--- src/rtl/tlrr_pkg.sv ---
`default_nettype none
package tlrr_pkg;

   // task table size and derived widths
   localparam int MAX_TASKS = 64;
   localparam int ID_W      = $clog2(MAX_TASKS);
   localparam int CNT_W     = ID_W + 1;
   localparam int NUM_KINDS = 6;
   localparam int NO_FIRST_BONUS_KIND = 3;

   // command codes
   localparam logic [2:0] FN_TICK    = 3'd0;
   localparam logic [2:0] FN_ADD     = 3'd1;
   localparam logic [2:0] FN_REMOVE  = 3'd2;
   localparam logic [2:0] FN_SUSPEND = 3'd3;
   localparam logic [2:0] FN_WAKE    = 3'd4;
   localparam logic [2:0] FN_TERM    = 3'd5;
   localparam logic [2:0] FN_QUERY   = 3'd6;

   // response status codes
   localparam logic [2:0] RS_OK       = 3'd0;
   localparam logic [2:0] RS_BAD_KIND = 3'd1;
   localparam logic [2:0] RS_BAD_ID   = 3'd2;
   localparam logic [2:0] RS_FULL     = 3'd3;
   localparam logic [2:0] RS_NONE_RUN = 3'd4;

   // task states
   localparam logic [2:0] ST_READY      = 3'd0;
   localparam logic [2:0] ST_RUNNING    = 3'd1;
   localparam logic [2:0] ST_WAITING    = 3'd2;
   localparam logic [2:0] ST_TERMINATED = 3'd3;
   localparam logic [2:0] ST_REMOVED    = 3'd4;

   // one task table entry
   typedef struct packed {
      logic [2:0]      status;
      logic            high;
      logic            lng;
      logic [31:0]     ticks;
      logic [15:0]     wleft;
      logic            bonus;
      logic [ID_W-1:0] nxt;
      logic [ID_W-1:0] prv;
   } slot_type;

   // table port request
   typedef struct packed {
      logic            we;
      logic [ID_W-1:0] waddr;
      slot_type        wdata;
      logic [ID_W-1:0] raddr;
   } ram_req_type;

   // result of one command
   typedef struct packed {
      logic [2:0]      status;
      logic [ID_W-1:0] running_id;
      logic            running_valid;
      logic [ID_W-1:0] new_id;
      logic [2:0]      query_state;
      logic [31:0]     query_wait_total;
   } rsp_type;

   typedef enum logic [4:0] {
      S_IDLE, S_DEC, S_RM1, S_SU1, S_WK1, S_QY1,
      S_TKC, S_TKW, S_TKROT, S_PRE1, S_ROT1, S_ROT2,
      S_TM1, S_TM2, S_TM3,
      S_INS0, S_INS1, S_INS2, S_INS3, S_INS4,
      S_UNL0, S_UNL1, S_UNL2, S_UNL3,
      S_SET0, S_SET1
   } state_type;

endpackage
`default_nettype wire

--- src/rtl/two_level_round_robin_scheduler_core.sv ---
`default_nettype none
// Two-level round-robin task scheduler. A command is taken when start is high
// and busy is low; busy then stays high until its single response beat, which
// is shown for one cycle with rsp_strobe and cannot be stalled by the receiver.
// Every command runs on one sequencer over a task table with one write port
// and one registered read port. Tick and terminate scan every allocated slot,
// and a tick also relinks into its ring each waiting task whose wait ends.
module two_level_round_robin_scheduler_core (
   input  wire logic                      clock,
   input  wire logic                      reset,
   input  wire logic                      start,
   output logic                           busy,
   input  wire logic [2:0]                req_func,
   input  wire logic [tlrr_pkg::ID_W-1:0] req_task_id,
   input  wire logic [2:0]                req_task_kind,
   input  wire logic                      req_high_priority,
   input  wire logic                      req_long_quantum,
   input  wire logic [15:0]               req_wait_ticks,
   output logic                           rsp_strobe,
   output logic [2:0]                     rsp_status,
   output logic [tlrr_pkg::ID_W-1:0]      rsp_running_id,
   output logic                           rsp_running_valid,
   output logic [tlrr_pkg::ID_W-1:0]      rsp_new_id,
   output logic [2:0]                     rsp_query_state,
   output logic [31:0]                    rsp_query_wait_total
);
   import tlrr_pkg::*;

   ram_req_type ram_req;
   slot_type    ram_rdata;
   rsp_type     rsp;
   logic        rsp_load;
   rsp_type     rsp_ff;
   logic        strobe_ff;

   tlrr_slot_ram u_ram (
      .clock (clock),
      .req   (ram_req),
      .rdata (ram_rdata)
   );

   tlrr_seq u_seq (
      .clock         (clock),
      .reset         (reset),
      .start         (start),
      .busy          (busy),
      .func          (req_func),
      .task_id       (req_task_id),
      .task_kind     (req_task_kind),
      .high_priority (req_high_priority),
      .long_quantum  (req_long_quantum),
      .wait_ticks    (req_wait_ticks),
      .ram_req       (ram_req),
      .ram_rdata     (ram_rdata),
      .rsp           (rsp),
      .rsp_load      (rsp_load)
   );

   // response strobe
   always_ff @(posedge clock) begin
      if (reset) begin
         strobe_ff <= 1'b0;
      end else begin
         strobe_ff <= rsp_load;
      end
   end

   // response beat register
   always_ff @(posedge clock) begin
      if (rsp_load) begin
         rsp_ff <= rsp;
      end
   end

   assign rsp_strobe           = strobe_ff;
   assign rsp_status           = rsp_ff.status;
   assign rsp_running_id       = rsp_ff.running_id;
   assign rsp_running_valid    = rsp_ff.running_valid;
   assign rsp_new_id           = rsp_ff.new_id;
   assign rsp_query_state      = rsp_ff.query_state;
   assign rsp_query_wait_total = rsp_ff.query_wait_total;

endmodule
`default_nettype wire

--- src/rtl/tlrr_slot_ram.sv ---
`default_nettype none
module tlrr_slot_ram (
   input  wire logic                  clock,
   input  wire tlrr_pkg::ram_req_type req,
   output tlrr_pkg::slot_type         rdata
);
   import tlrr_pkg::*;

   slot_type mem [MAX_TASKS];
   slot_type rdata_ff;

   // write port
   always_ff @(posedge clock) begin
      if (req.we) begin
         mem[req.waddr] <= req.wdata;
      end
   end

   // registered read, write data forwarded on same address
   always_ff @(posedge clock) begin
      if (req.we && (req.waddr == req.raddr)) begin
         rdata_ff <= req.wdata;
      end else begin
         rdata_ff <= mem[req.raddr];
      end
   end

   assign rdata = rdata_ff;

endmodule
`default_nettype wire

--- src/rtl/tlrr_seq.sv ---
`default_nettype none
module tlrr_seq (
   input  wire logic                  clock,
   input  wire logic                  reset,
   input  wire logic                  start,
   output logic                       busy,
   input  wire logic [2:0]            func,
   input  wire logic [tlrr_pkg::ID_W-1:0] task_id,
   input  wire logic [2:0]            task_kind,
   input  wire logic                  high_priority,
   input  wire logic                  long_quantum,
   input  wire logic [15:0]           wait_ticks,
   output tlrr_pkg::ram_req_type      ram_req,
   input  wire tlrr_pkg::slot_type    ram_rdata,
   output tlrr_pkg::rsp_type          rsp,
   output logic                       rsp_load
);
   import tlrr_pkg::*;

   state_type state_ff, state_in, ret_ff, ret_in;
   logic [2:0]      func_ff, func_in, kind_ff, kind_in;
   logic [ID_W-1:0] tid_ff, tid_in;
   logic            hi_ff, hi_in, lng_ff, lng_in;
   logic [15:0]     wt_ff, wt_in;
   logic [ID_W-1:0] head_ff [2];
   logic [ID_W-1:0] head_in [2];
   logic            pres_ff [2];
   logic            pres_in [2];
   logic            run_hi_ff, run_hi_in;
   logic [CNT_W-1:0] nf_ff, nf_in, wc_ff, wc_in, i_ff, i_in;
   logic [ID_W-1:0] op_id_ff, op_id_in, h_ff, h_in, t_ff, t_in, n_ff, n_in, p_ff, p_in;
   logic            r_ff, r_in, gate_ff, gate_in, term_ff, term_in, wr_ff, wr_in;
   slot_type        w_ff, w_in;
   logic [2:0]      st_ff, st_in, qs_ff, qs_in;
   logic [ID_W-1:0] nid_ff, nid_in;
   logic [31:0]     qt_ff, qt_in;

   // control state
   always_ff @(posedge clock) begin
      if (reset) begin
         state_ff   <= S_IDLE;
         head_ff[0] <= '0;
         head_ff[1] <= '0;
         pres_ff[0] <= 1'b0;
         pres_ff[1] <= 1'b0;
         run_hi_ff  <= 1'b1;
         nf_ff      <= CNT_W'(1);
         wc_ff      <= '0;
      end else begin
         state_ff   <= state_in;
         head_ff    <= head_in;
         pres_ff    <= pres_in;
         run_hi_ff  <= run_hi_in;
         nf_ff      <= nf_in;
         wc_ff      <= wc_in;
      end
   end

   // working registers
   always_ff @(posedge clock) begin
      ret_ff   <= ret_in;
      func_ff  <= func_in;
      kind_ff  <= kind_in;
      tid_ff   <= tid_in;
      hi_ff    <= hi_in;
      lng_ff   <= lng_in;
      wt_ff    <= wt_in;
      op_id_ff <= op_id_in;
      h_ff     <= h_in;
      t_ff     <= t_in;
      n_ff     <= n_in;
      p_ff     <= p_in;
      i_ff     <= i_in;
      r_ff     <= r_in;
      gate_ff  <= gate_in;
      term_ff  <= term_in;
      wr_ff    <= wr_in;
      w_ff     <= w_in;
      st_ff    <= st_in;
      qs_ff    <= qs_in;
      nid_ff   <= nid_in;
      qt_ff    <= qt_in;
   end

   logic valid_id, cur_pres, sel_pres, rh_new;
   slot_type wd;

   assign busy = (state_ff != S_IDLE);

   // sequencer
   always_comb begin
      state_in  = state_ff;
      ret_in    = ret_ff;
      func_in   = func_ff;
      kind_in   = kind_ff;
      tid_in    = tid_ff;
      hi_in     = hi_ff;
      lng_in    = lng_ff;
      wt_in     = wt_ff;
      head_in   = head_ff;
      pres_in   = pres_ff;
      run_hi_in = run_hi_ff;
      nf_in     = nf_ff;
      wc_in     = wc_ff;
      op_id_in  = op_id_ff;
      h_in      = h_ff;
      t_in      = t_ff;
      n_in      = n_ff;
      p_in      = p_ff;
      i_in      = i_ff;
      r_in      = r_ff;
      gate_in   = gate_ff;
      term_in   = term_ff;
      wr_in     = wr_ff;
      w_in      = w_ff;
      st_in     = st_ff;
      qs_in     = qs_ff;
      nid_in    = nid_ff;
      qt_in     = qt_ff;
      wd        = ram_rdata;
      ram_req.we    = 1'b0;
      ram_req.waddr = op_id_ff;
      ram_req.wdata = ram_rdata;
      ram_req.raddr = op_id_ff;
      rsp_load  = 1'b0;
      rsp.status           = st_ff;
      rsp.running_id       = '0;
      rsp.running_valid    = 1'b0;
      rsp.new_id           = nid_ff;
      rsp.query_state      = qs_ff;
      rsp.query_wait_total = qt_ff;

      valid_id = (tid_ff != '0) && ({1'b0, tid_ff} < nf_ff);
      cur_pres = pres_ff[run_hi_ff];
      sel_pres = cur_pres;
      rh_new   = run_hi_ff;
      if (!sel_pres) begin
         if (pres_ff[1]) begin
            rh_new = 1'b1;
         end else if (pres_ff[0]) begin
            rh_new = 1'b0;
         end
      end

      case (state_ff)
         S_IDLE: begin
            if (start) begin
               func_in  = func;
               tid_in   = task_id;
               kind_in  = task_kind;
               hi_in    = high_priority;
               lng_in   = long_quantum;
               wt_in    = wait_ticks;
               st_in    = RS_OK;
               qs_in    = ST_READY;
               nid_in   = '0;
               qt_in    = '0;
               state_in = S_DEC;
            end
         end

         // decode the command
         S_DEC: begin
            ram_req.raddr = tid_ff;
            op_id_in      = tid_ff;
            state_in      = S_SET0;
            case (func_ff)
               FN_TICK: begin
                  wr_in    = cur_pres;
                  gate_in  = (wc_ff != '0);
                  term_in  = 1'b0;
                  i_in     = CNT_W'(1);
                  state_in = S_TKC;
               end
               FN_ADD: begin
                  if (kind_ff < 3'd1 || kind_ff > 3'(NUM_KINDS)) begin
                     st_in = RS_BAD_KIND;
                  end else if (nf_ff >= CNT_W'(MAX_TASKS)) begin
                     st_in = RS_FULL;
                  end else begin
                     wd.status = ST_READY;
                     wd.high   = hi_ff;
                     wd.lng    = lng_ff;
                     wd.ticks  = '0;
                     wd.wleft  = '0;
                     wd.bonus  = lng_ff && (kind_ff != 3'(NO_FIRST_BONUS_KIND));
                     wd.nxt    = '0;
                     wd.prv    = '0;
                     ram_req.we    = 1'b1;
                     ram_req.waddr = nf_ff[ID_W-1:0];
                     ram_req.wdata = wd;
                     op_id_in  = nf_ff[ID_W-1:0];
                     nid_in    = nf_ff[ID_W-1:0];
                     nf_in     = nf_ff + CNT_W'(1);
                     ret_in    = S_SET0;
                     state_in  = S_INS0;
                  end
               end
               FN_REMOVE: begin
                  if (!valid_id) st_in = RS_BAD_ID;
                  else state_in = S_RM1;
               end
               FN_SUSPEND: begin
                  if (!cur_pres) begin
                     st_in = RS_NONE_RUN;
                  end else begin
                     ram_req.raddr = head_ff[run_hi_ff];
                     op_id_in      = head_ff[run_hi_ff];
                     state_in      = S_SU1;
                  end
               end
               FN_WAKE: begin
                  if (!valid_id) st_in = RS_BAD_ID;
                  else state_in = S_WK1;
               end
               FN_TERM: begin
                  if (!cur_pres) begin
                     st_in = RS_NONE_RUN;
                  end else begin
                     op_id_in = head_ff[run_hi_ff];
                     wr_in    = 1'b0;
                     gate_in  = 1'b0;
                     term_in  = 1'b1;
                     i_in     = CNT_W'(1);
                     state_in = S_TKC;
                  end
               end
               FN_QUERY: begin
                  if (!valid_id) st_in = RS_BAD_ID;
                  else state_in = S_QY1;
               end
               default: begin
                  state_in = S_SET0;
               end
            endcase
         end

         // remove
         S_RM1: begin
            if (ram_rdata.status == ST_REMOVED) begin
               st_in    = RS_BAD_ID;
               state_in = S_SET0;
            end else begin
               wd.status     = ST_REMOVED;
               ram_req.we    = 1'b1;
               ram_req.wdata = wd;
               state_in      = S_SET0;
               if (ram_rdata.status == ST_READY || ram_rdata.status == ST_RUNNING) begin
                  ret_in   = S_SET0;
                  state_in = S_UNL0;
               end else if (ram_rdata.status == ST_WAITING && wc_ff != '0) begin
                  wc_in = wc_ff - CNT_W'(1);
               end
            end
         end

         // suspend running task
         S_SU1: begin
            wd.status     = ST_WAITING;
            wd.wleft      = wt_ff;
            ram_req.we    = 1'b1;
            ram_req.wdata = wd;
            wc_in         = wc_ff + CNT_W'(1);
            ret_in        = S_SET0;
            state_in      = S_UNL0;
         end

         // wake
         S_WK1: begin
            state_in = S_SET0;
            if (ram_rdata.status == ST_WAITING) begin
               wd.status     = ST_READY;
               wd.wleft      = '0;
               ram_req.we    = 1'b1;
               ram_req.wdata = wd;
               if (wc_ff != '0) wc_in = wc_ff - CNT_W'(1);
               ret_in   = S_SET0;
               state_in = S_INS0;
            end
         end

         // query
         S_QY1: begin
            qs_in    = ram_rdata.status;
            qt_in    = ram_rdata.ticks;
            state_in = S_SET0;
         end

         // slot scan: aging and wait countdown
         S_TKC: begin
            ram_req.raddr = i_ff[ID_W-1:0];
            if (i_ff < nf_ff) begin
               state_in = S_TKW;
            end else if (term_ff) begin
               state_in = S_TM1;
            end else begin
               state_in = S_TKROT;
            end
         end
         S_TKW: begin
            ram_req.waddr = i_ff[ID_W-1:0];
            i_in          = i_ff + CNT_W'(1);
            state_in      = S_TKC;
            if (ram_rdata.status == ST_READY) begin
               if (ram_rdata.ticks != '1) begin
                  wd.ticks      = ram_rdata.ticks + 32'd1;
                  ram_req.we    = 1'b1;
                  ram_req.wdata = wd;
               end
            end else if (ram_rdata.status == ST_WAITING && gate_ff) begin
               wd.wleft      = ram_rdata.wleft - 16'd1;
               ram_req.we    = 1'b1;
               if (wd.wleft == '0) begin
                  wd.status = ST_READY;
                  if (wc_ff != '0) wc_in = wc_ff - CNT_W'(1);
                  op_id_in  = i_ff[ID_W-1:0];
                  ret_in    = S_TKC;
                  state_in  = S_INS0;
               end
               ram_req.wdata = wd;
            end
         end

         // preempt or rotate after a tick
         S_TKROT: begin
            state_in = S_SET0;
            if (wr_ff) begin
               if (!run_hi_ff && pres_ff[1]) begin
                  run_hi_in = 1'b1;
                  if (pres_ff[0]) begin
                     ram_req.raddr = head_ff[0];
                     op_id_in      = head_ff[0];
                     state_in      = S_PRE1;
                  end
               end else if (pres_ff[run_hi_ff]) begin
                  ram_req.raddr = head_ff[run_hi_ff];
                  op_id_in      = head_ff[run_hi_ff];
                  state_in      = S_ROT1;
               end
            end
         end
         S_PRE1: begin
            wd.status     = ST_READY;
            ram_req.we    = 1'b1;
            ram_req.wdata = wd;
            state_in      = S_SET0;
         end
         S_ROT1: begin
            ram_req.we = 1'b1;
            state_in   = S_SET0;
            if (ram_rdata.bonus) begin
               wd.bonus = 1'b0;
            end else begin
               wd.status              = ST_READY;
               head_in[run_hi_ff]     = ram_rdata.nxt;
               ram_req.raddr          = ram_rdata.nxt;
               op_id_in               = ram_rdata.nxt;
               state_in               = S_ROT2;
            end
            ram_req.wdata = wd;
         end
         S_ROT2: begin
            wd.bonus      = ram_rdata.lng;
            ram_req.we    = 1'b1;
            ram_req.wdata = wd;
            state_in      = S_SET0;
         end

         // terminate running task
         S_TM1: begin
            state_in = S_TM2;
         end
         S_TM2: begin
            wd.status     = ST_TERMINATED;
            ram_req.we    = 1'b1;
            ram_req.wdata = wd;
            ret_in        = S_TM3;
            state_in      = S_UNL0;
         end
         S_TM3: begin
            if (pres_ff[1]) run_hi_in = 1'b1;
            else if (pres_ff[0]) run_hi_in = 1'b0;
            state_in = S_SET0;
         end

         // ring insert at tail
         S_INS0: begin
            state_in = S_INS1;
         end
         S_INS1: begin
            r_in = ram_rdata.high;
            if (!pres_ff[ram_rdata.high]) begin
               wd.nxt        = op_id_ff;
               wd.prv        = op_id_ff;
               ram_req.we    = 1'b1;
               ram_req.wdata = wd;
               head_in[ram_rdata.high] = op_id_ff;
               pres_in[ram_rdata.high] = 1'b1;
               state_in      = ret_ff;
            end else begin
               w_in          = ram_rdata;
               h_in          = head_ff[ram_rdata.high];
               ram_req.raddr = head_ff[ram_rdata.high];
               state_in      = S_INS2;
            end
         end
         S_INS2: begin
            wd.prv        = op_id_ff;
            ram_req.we    = 1'b1;
            ram_req.waddr = h_ff;
            ram_req.wdata = wd;
            t_in          = ram_rdata.prv;
            ram_req.raddr = ram_rdata.prv;
            state_in      = S_INS3;
         end
         S_INS3: begin
            wd.nxt        = op_id_ff;
            ram_req.we    = 1'b1;
            ram_req.waddr = t_ff;
            ram_req.wdata = wd;
            state_in      = S_INS4;
         end
         S_INS4: begin
            wd            = w_ff;
            wd.prv        = t_ff;
            wd.nxt        = h_ff;
            ram_req.we    = 1'b1;
            ram_req.wdata = wd;
            state_in      = ret_ff;
         end

         // ring unlink
         S_UNL0: begin
            state_in = S_UNL1;
         end
         S_UNL1: begin
            r_in = ram_rdata.high;
            n_in = ram_rdata.nxt;
            p_in = ram_rdata.prv;
            if (ram_rdata.nxt == op_id_ff) begin
               pres_in[ram_rdata.high] = 1'b0;
               state_in = ret_ff;
            end else begin
               ram_req.raddr = ram_rdata.prv;
               state_in      = S_UNL2;
            end
         end
         S_UNL2: begin
            wd.nxt        = n_ff;
            ram_req.we    = 1'b1;
            ram_req.waddr = p_ff;
            ram_req.wdata = wd;
            ram_req.raddr = n_ff;
            state_in      = S_UNL3;
         end
         S_UNL3: begin
            wd.prv        = p_ff;
            ram_req.we    = 1'b1;
            ram_req.waddr = n_ff;
            ram_req.wdata = wd;
            if (head_ff[r_ff] == op_id_ff) head_in[r_ff] = n_ff;
            state_in = ret_ff;
         end

         // dispatch and respond
         S_SET0: begin
            run_hi_in     = rh_new;
            ram_req.raddr = head_ff[rh_new];
            op_id_in      = head_ff[rh_new];
            state_in      = S_SET1;
         end
         S_SET1: begin
            if (cur_pres) begin
               wd.status     = ST_RUNNING;
               ram_req.we    = 1'b1;
               ram_req.wdata = wd;
               rsp.running_id    = head_ff[run_hi_ff];
               rsp.running_valid = 1'b1;
            end
            rsp_load = 1'b1;
            state_in = S_IDLE;
         end

         default: begin
            state_in = S_IDLE;
         end
      endcase
   end

endmodule
`default_nettype wire

--- config.mk ---
export PLATFORM = sky130hd
export DESIGN_NAME = two_level_round_robin_scheduler_core
export DESIGN_NICKNAME = d
export VERILOG_FILES = /design/src/rtl/tlrr_pkg.sv /design/src/rtl/two_level_round_robin_scheduler_core.sv /design/src/rtl/tlrr_slot_ram.sv /design/src/rtl/tlrr_seq.sv
export SDC_FILE = /design/constraint.sdc
export NUM_CORES = 2
export LEC_CHECK = 0
export BUFFER_PORTS_ARGS = -buffer_cell sky130_fd_sc_hd__buf_2
export CORE_ASPECT_RATIO = 0.8
export CORE_MARGIN = 8
export CORE_UTILIZATION = 40
export CTS_CLUSTER_SIZE = 30
export DETAILED_ROUTE_END_ITERATION = 8
export REMOVE_ABC_BUFFERS = 1
export SETUP_SLACK_MARGIN = 0.5
export SYNTH_ARGS = -nofsm -noshare
export SYNTH_HDL_FRONTEND = slang
export SYNTH_MEMORY_MAX_BITS = 65536
export SYNTH_SLANG_ARGS = --single-unit
--- constraint.sdc ---
create_clock -name clock -period 23.7 [get_ports clock]
set_clock_uncertainty 0.1 [all_clocks]
set_input_delay 2.37 -clock clock [delete_from_list [all_inputs] [get_ports clock]]
set_output_delay 2.37 -clock clock [all_outputs]
set_load 0.05 [all_outputs]
Word level (Yosys, flattened, before mapping). Memories as Yosys holds them, arrays and structs flattened. A register that Yosys moved wholly into a read port is not among the register bits. Cells that the tools add are included.

Output and inout bits: 53. Memories: 1. Word-level logic and storage cells: 338. Bits in writable memories: 4224. Register bits after elaboration: 260.

Equality and inequality tests: 64. Magnitude comparators: 12. Multiplexer cells: 153. Reductions and logical operators: 51. Add/sub/neg operators: 6. Bitwise logic cells: 9.

Memory list: u_ram.mem (depth 64, width 66, rd ports 1, clocked after memory_dff 1, wr ports 1, RTL line tlrr_slot_ram.sv:9) `slot_type mem [MAX_TASKS];`.

Operators by type and width (number): $pmux W66 S16 (1); $mux W66 (5); $mux W73 (3); $mux W6 (33); $mux W5 (29); $pmux W5 S20 (1); $pmux W32 S2 (1); $mux W7 (9); $mux W61 (1); $pmux W6 S9 (1); $eq A5 B5 Y1 const B (10); $mux W12 (4); $eq A5 B4 Y1 const B (8); $bwmux W12 (3); $pmux W12 S3 (1); $pmux W6 S6 (1); $pmux W5 S7 (1); $add A32 B1 Y32 const B (1); $mux W32 (1); $ne A32 B32 Y1 const B (1); $pmux W5 S6 (1); $pmux W6 S5 (1); $pmux W7 S2 (2); $pmux W7 S4 (1); 65 further kinds (175).

Depth between registers and ports, before layout.
Depth after elaboration: 10. Mapped depth: 24. Depth with buffers taken out: 13.

Hierarchy. A second synthesis with hierarchy kept.

Cells, all modules: 8310. Area total of the unflattened synthesis: 175387.0 um2.

By module, submodules not included: tlrr_slot_ram (area an instance 160018.5 um2, times used 1, cells each 6748); tlrr_seq (area an instance 13803.2 um2, times used 1, cells each 1509); two_level_round_robin_scheduler_core (area an instance 1565.3 um2, times used 1, cells each 53).

Least setup slack after synthesis. OpenSTA, ideal clock, no wires.

Path kind: register to register. Start: register with a tool-made name. End: memory u_ram.mem[16][0] (netlist bit), enable pin. Stages on the path, launching flop included: 21. Period minus slack after synthesis: 9.653 ns. Arrival: 8.982 ns. Required time: 23.029 ns. Slack: 14.047 ns. Path buffers: 9. Cells stage by stage: dfxtp_1 buf_6 buf_12 buf_8 buf_6 buf_6 buf_4 buf_4 buf_2 mux4_2 mux4_2 mux4_2 ha_1 and2_1 nand4bb_1 or2_1 nand2_1 inv_1 a2111oi_4 buf_2 nor3_1.

RTL lines (RTL line): end, declared (tlrr_slot_ram.sv:9).

==> reports/metrics.yaml <==
status: "finished, violations left"
failed_checks: "design-rule violations"
fill_cells: 36311
critPathCaptureType: "register"
p_clk_share_pct: 21.8
overflow: 0
fin_crit_ns: 11.09
ys.warnings.count: 0
antenna_found_initial: 47
required_ns: 24.17
grt_max_degree: 99
dieArea_sq_um: 462000
setup_viol: 0
cts-root-buf: "clkbuf_16"
swShare_pct: 35.8
crit_buf_inv: 10
dp_hpwl_um: 287000
grt_usage_pct: 21.7
coreArea_sq_um: 440000
postRouteAntennaNets: 0
post_drt_wl_per_cell_um: 35.6
post-place-cells: 13713
cts_tree: "built"
dpl_cell_area_sq_um: 185000
cts.sinks: 4488
gp_congestion: 0.915
clk_pin_slew_ns: 0.07
ys_types: 96
nets: 8365
power_per_cell_area_nw_per_um2: 158
layout.cells.non_filler: 14499
hold_viol: 0
async_reset_ff_share_pct: 0
numCtsBuffers: 422
final_area_sq_um: 199000
ys_ff_latch: 4488
rows: 218
syn_area_sq_um: 176000
ctsHoldBuffers: 0
synth_cells: 7887
p_sw_mw: 11.2
die_w_um: 758
p_seq_share_pct: 41.9
leakage_nw: 61.5
worst_pin_slew_ns: 1.30
area_growth_pct: 12.9
clk_latency_ns: 1.02
power.total_mw: 31.4
first_iter_violations: 14119
synth-edff-count: 4447
grt_pass1_wl_um: 710000
crit_top_cell: "buf_4"
start_util_pct: 40.1
wirelength_um: 516000
grt_pass1_vias: 87526
clock_path_buffers: 4
drive_above_1_share_pct: 28.6
cts_resized: 0
avgSynthCellArea_sq_um: 22.3
fmax_ghz: 0.0902
max_slew_margin_pct: 13.0
drc: 24
htreeDepth: 5
ios: 86
cts_setup_buffers: 0
slowest_stage: "a2111oi_4"
worstSetupStartpointType: "register"
tns_ns: 0
cp_data_arrival_time_ns: 11.56
ir_worst_vdd_mv: 0.163
maxCapViolCount: 0
combPwrFrac_pct: 36.3
via_per_inst: 6.19
cp_slowest_stage_delay_ns: 0.91
synth-seq-area-share_pct: 76.3
p_int_mw: 20.1
path_delay_family: "buffers and inverters"
rsz0062_at_grt: "false"
critical_path_class: "reg -> reg"
die_h_um: 610
vias: 89730
drv_slew: 0
hold_class: "reg -> reg"
path_cells: "buf_4, buf_4, buf_4, buf_4, buf_4, mux4_2, mux4_2, mux4_2, buf_4, nor2_1, a21oi_1, buf_4, nand2_1, nand3_1, a2111oi_4, buf_4, nor3_2, buf_4, buf_4"
synth_flop_cell: "edfxtp_1"
portBuffers: 85
critPathMaxFanout: 51
drt_first_pass_iters: 9
fin_crit_sh_pct: 46.8
synth_stat cells, types with 43 or more instances:
cell / number / area, sq um
edfxtp_1: 4447 / 134000
mux4_2: 1258 / 28300
nand2_1: 189 / 709
nor2_1: 188 / 706
mux2i_1: 174 / 1740
clkbuf_1: 159 / 597
buf_2: 116 / 581
a22oi_1: 113 / 848
nor3_1: 104 / 521
a21oi_1: 103 / 515
o21ai_0: 89 / 445
nand3_1: 83 / 415
buf_6: 58 / 653
nor2b_1: 52 / 325
buf_1: 51 / 191
inv_1: 45 / 169
buf_4: 43 / 323
stage by stage:
step,hold slack (ns),util (%),worst slack [ns]
after floorplan,0.300,-,-26.19
after global placement,0.304,42.1,12.64
after detailed placement,0.305,42.1,12.51
after CTS,0.320,45.2,12.46
after global routing,0.327,45.2,11.95
final,0.313,45.2,12.61
sequential cells by signal, summed over array words and instances (netlist names), 5 cells and up, named ones only:
signal	count
rsp_running_id	6
u_seq.n_ff	6
u_seq.op_id_ff	6
u_seq.state_ff	5
u_seq.w_ff	54
u_seq.wc_ff	7
rsp_query_wait_total	32
rsp_new_id	6
u_seq.qt_ff	32
u_seq.i_ff	7
u_seq.p_ff	6
u_seq.nid_ff	6
u_seq.t_ff	6
u_ram.mem	4224
u_seq.h_ff	6
u_seq.tid_ff	6
u_seq.nf_ff	7
u_seq.wt_ff	16
worst reg2reg max path, delay by kind of cell (launching register included):
family / cells / cell delay, ns
compound gates: 2 / 0.96
buf+inv: 10 / 6.29
flops: 1 / 0.81
mux: 3 / 1.65
simple gates: 4 / 0.72
cells by family (layout without fill, tap and decap cells):
group | count (synthesis) | after routing | share of synthesized area, %
compound gates | 579 | 579 | 2.30
xor+xnor | 50 | 50 | 0.249
fa+ha+maj | 23 | 23 | 0.168
buf+inv | 480 | 1254 | 1.47
flops | 4488 | 4488 | 76.3
mux | 1467 | 1467 | 17.3
other cells | 0 | 8 | 0
simple gates | 800 | 800 | 2.25
cells in the final DEF, fill, tap and decap left out, types with 37 or more instances in the layout:
master	n
edfxtp_1	4447
nand2b_1	39
o21ai_0	66
clkbuf_16	425
and2_1	41
nand3_1	79
mux2i_1	174
clkinv_1	94
clkinv_2	75
nor3_2	67
clkbuf_1	92
nor2_1	182
bufinv_16	50
a22oi_1	113
nor3_1	37
inv_1	41
nor2b_1	52
nand2_1	189
buf_2	85
buf_4	335
mux4_2	1258
a21oi_1	101
metal layers:
| metal | vias to the layer above | global-route usage, % | wire length, um |
|---|---|---|---|
| li1 | 34548 | - | - |
| met1 | 48846 | 32.7 | 215000 |
| met2 | 5549 | 32.1 | 228000 |
| met3 | 787 | 5.06 | 58900 |
| met4 | 0 | 5.15 | 13600 |
| met5 | - | 0 | 0 |
final cells by class:
type,instances,area [sq um],share of cell area (%)
Sequential cell,4488,134000,67.6
Multi-Input combinational cell,2919,40000,20.1
Clock buffer,520,11000,5.54
Tap cell,5830,7290,3.67
Timing Repair Buffer,429,3130,1.57
Clock inverter,256,2800,1.41
Inverter,49,193,0.0969
Antenna cell,8,20.0,0.0101
final timing paths:
check                                        to  slack (ns)                           from  cells after the start
max                 u_ram.mem[46][26]$_DFFE_PP_       12.61                       register                     19
min          rsp_query_wait_total[15]$_DFFE_PP_        0.31  u_seq.qt_ff[15]$_SDFFCE_PN0P_                      0
min reg2reg  rsp_query_wait_total[15]$_DFFE_PP_        0.31  u_seq.qt_ff[15]$_SDFFCE_PN0P_                      0
max reg2reg         u_ram.mem[46][26]$_DFFE_PP_       12.61                       register                     19
power by group through the flow:
| stage | clock network, mW | logic [mW] | registers, mW |
|---|---|---|---|
| after floorplan | 0 | 9.91 | 14.0 |
| after global placement | 0 | 10.9 | 13.3 |
| after detailed placement | 0 | 11.2 | 13.3 |
| after CTS | 6.94 | 11.3 | 13.1 |
| after global routing | 7.23 | 11.9 | 13.2 |
| final | 6.85 | 11.4 | 13.1 |
Note: power is estimated with default switching activity, not from simulation.
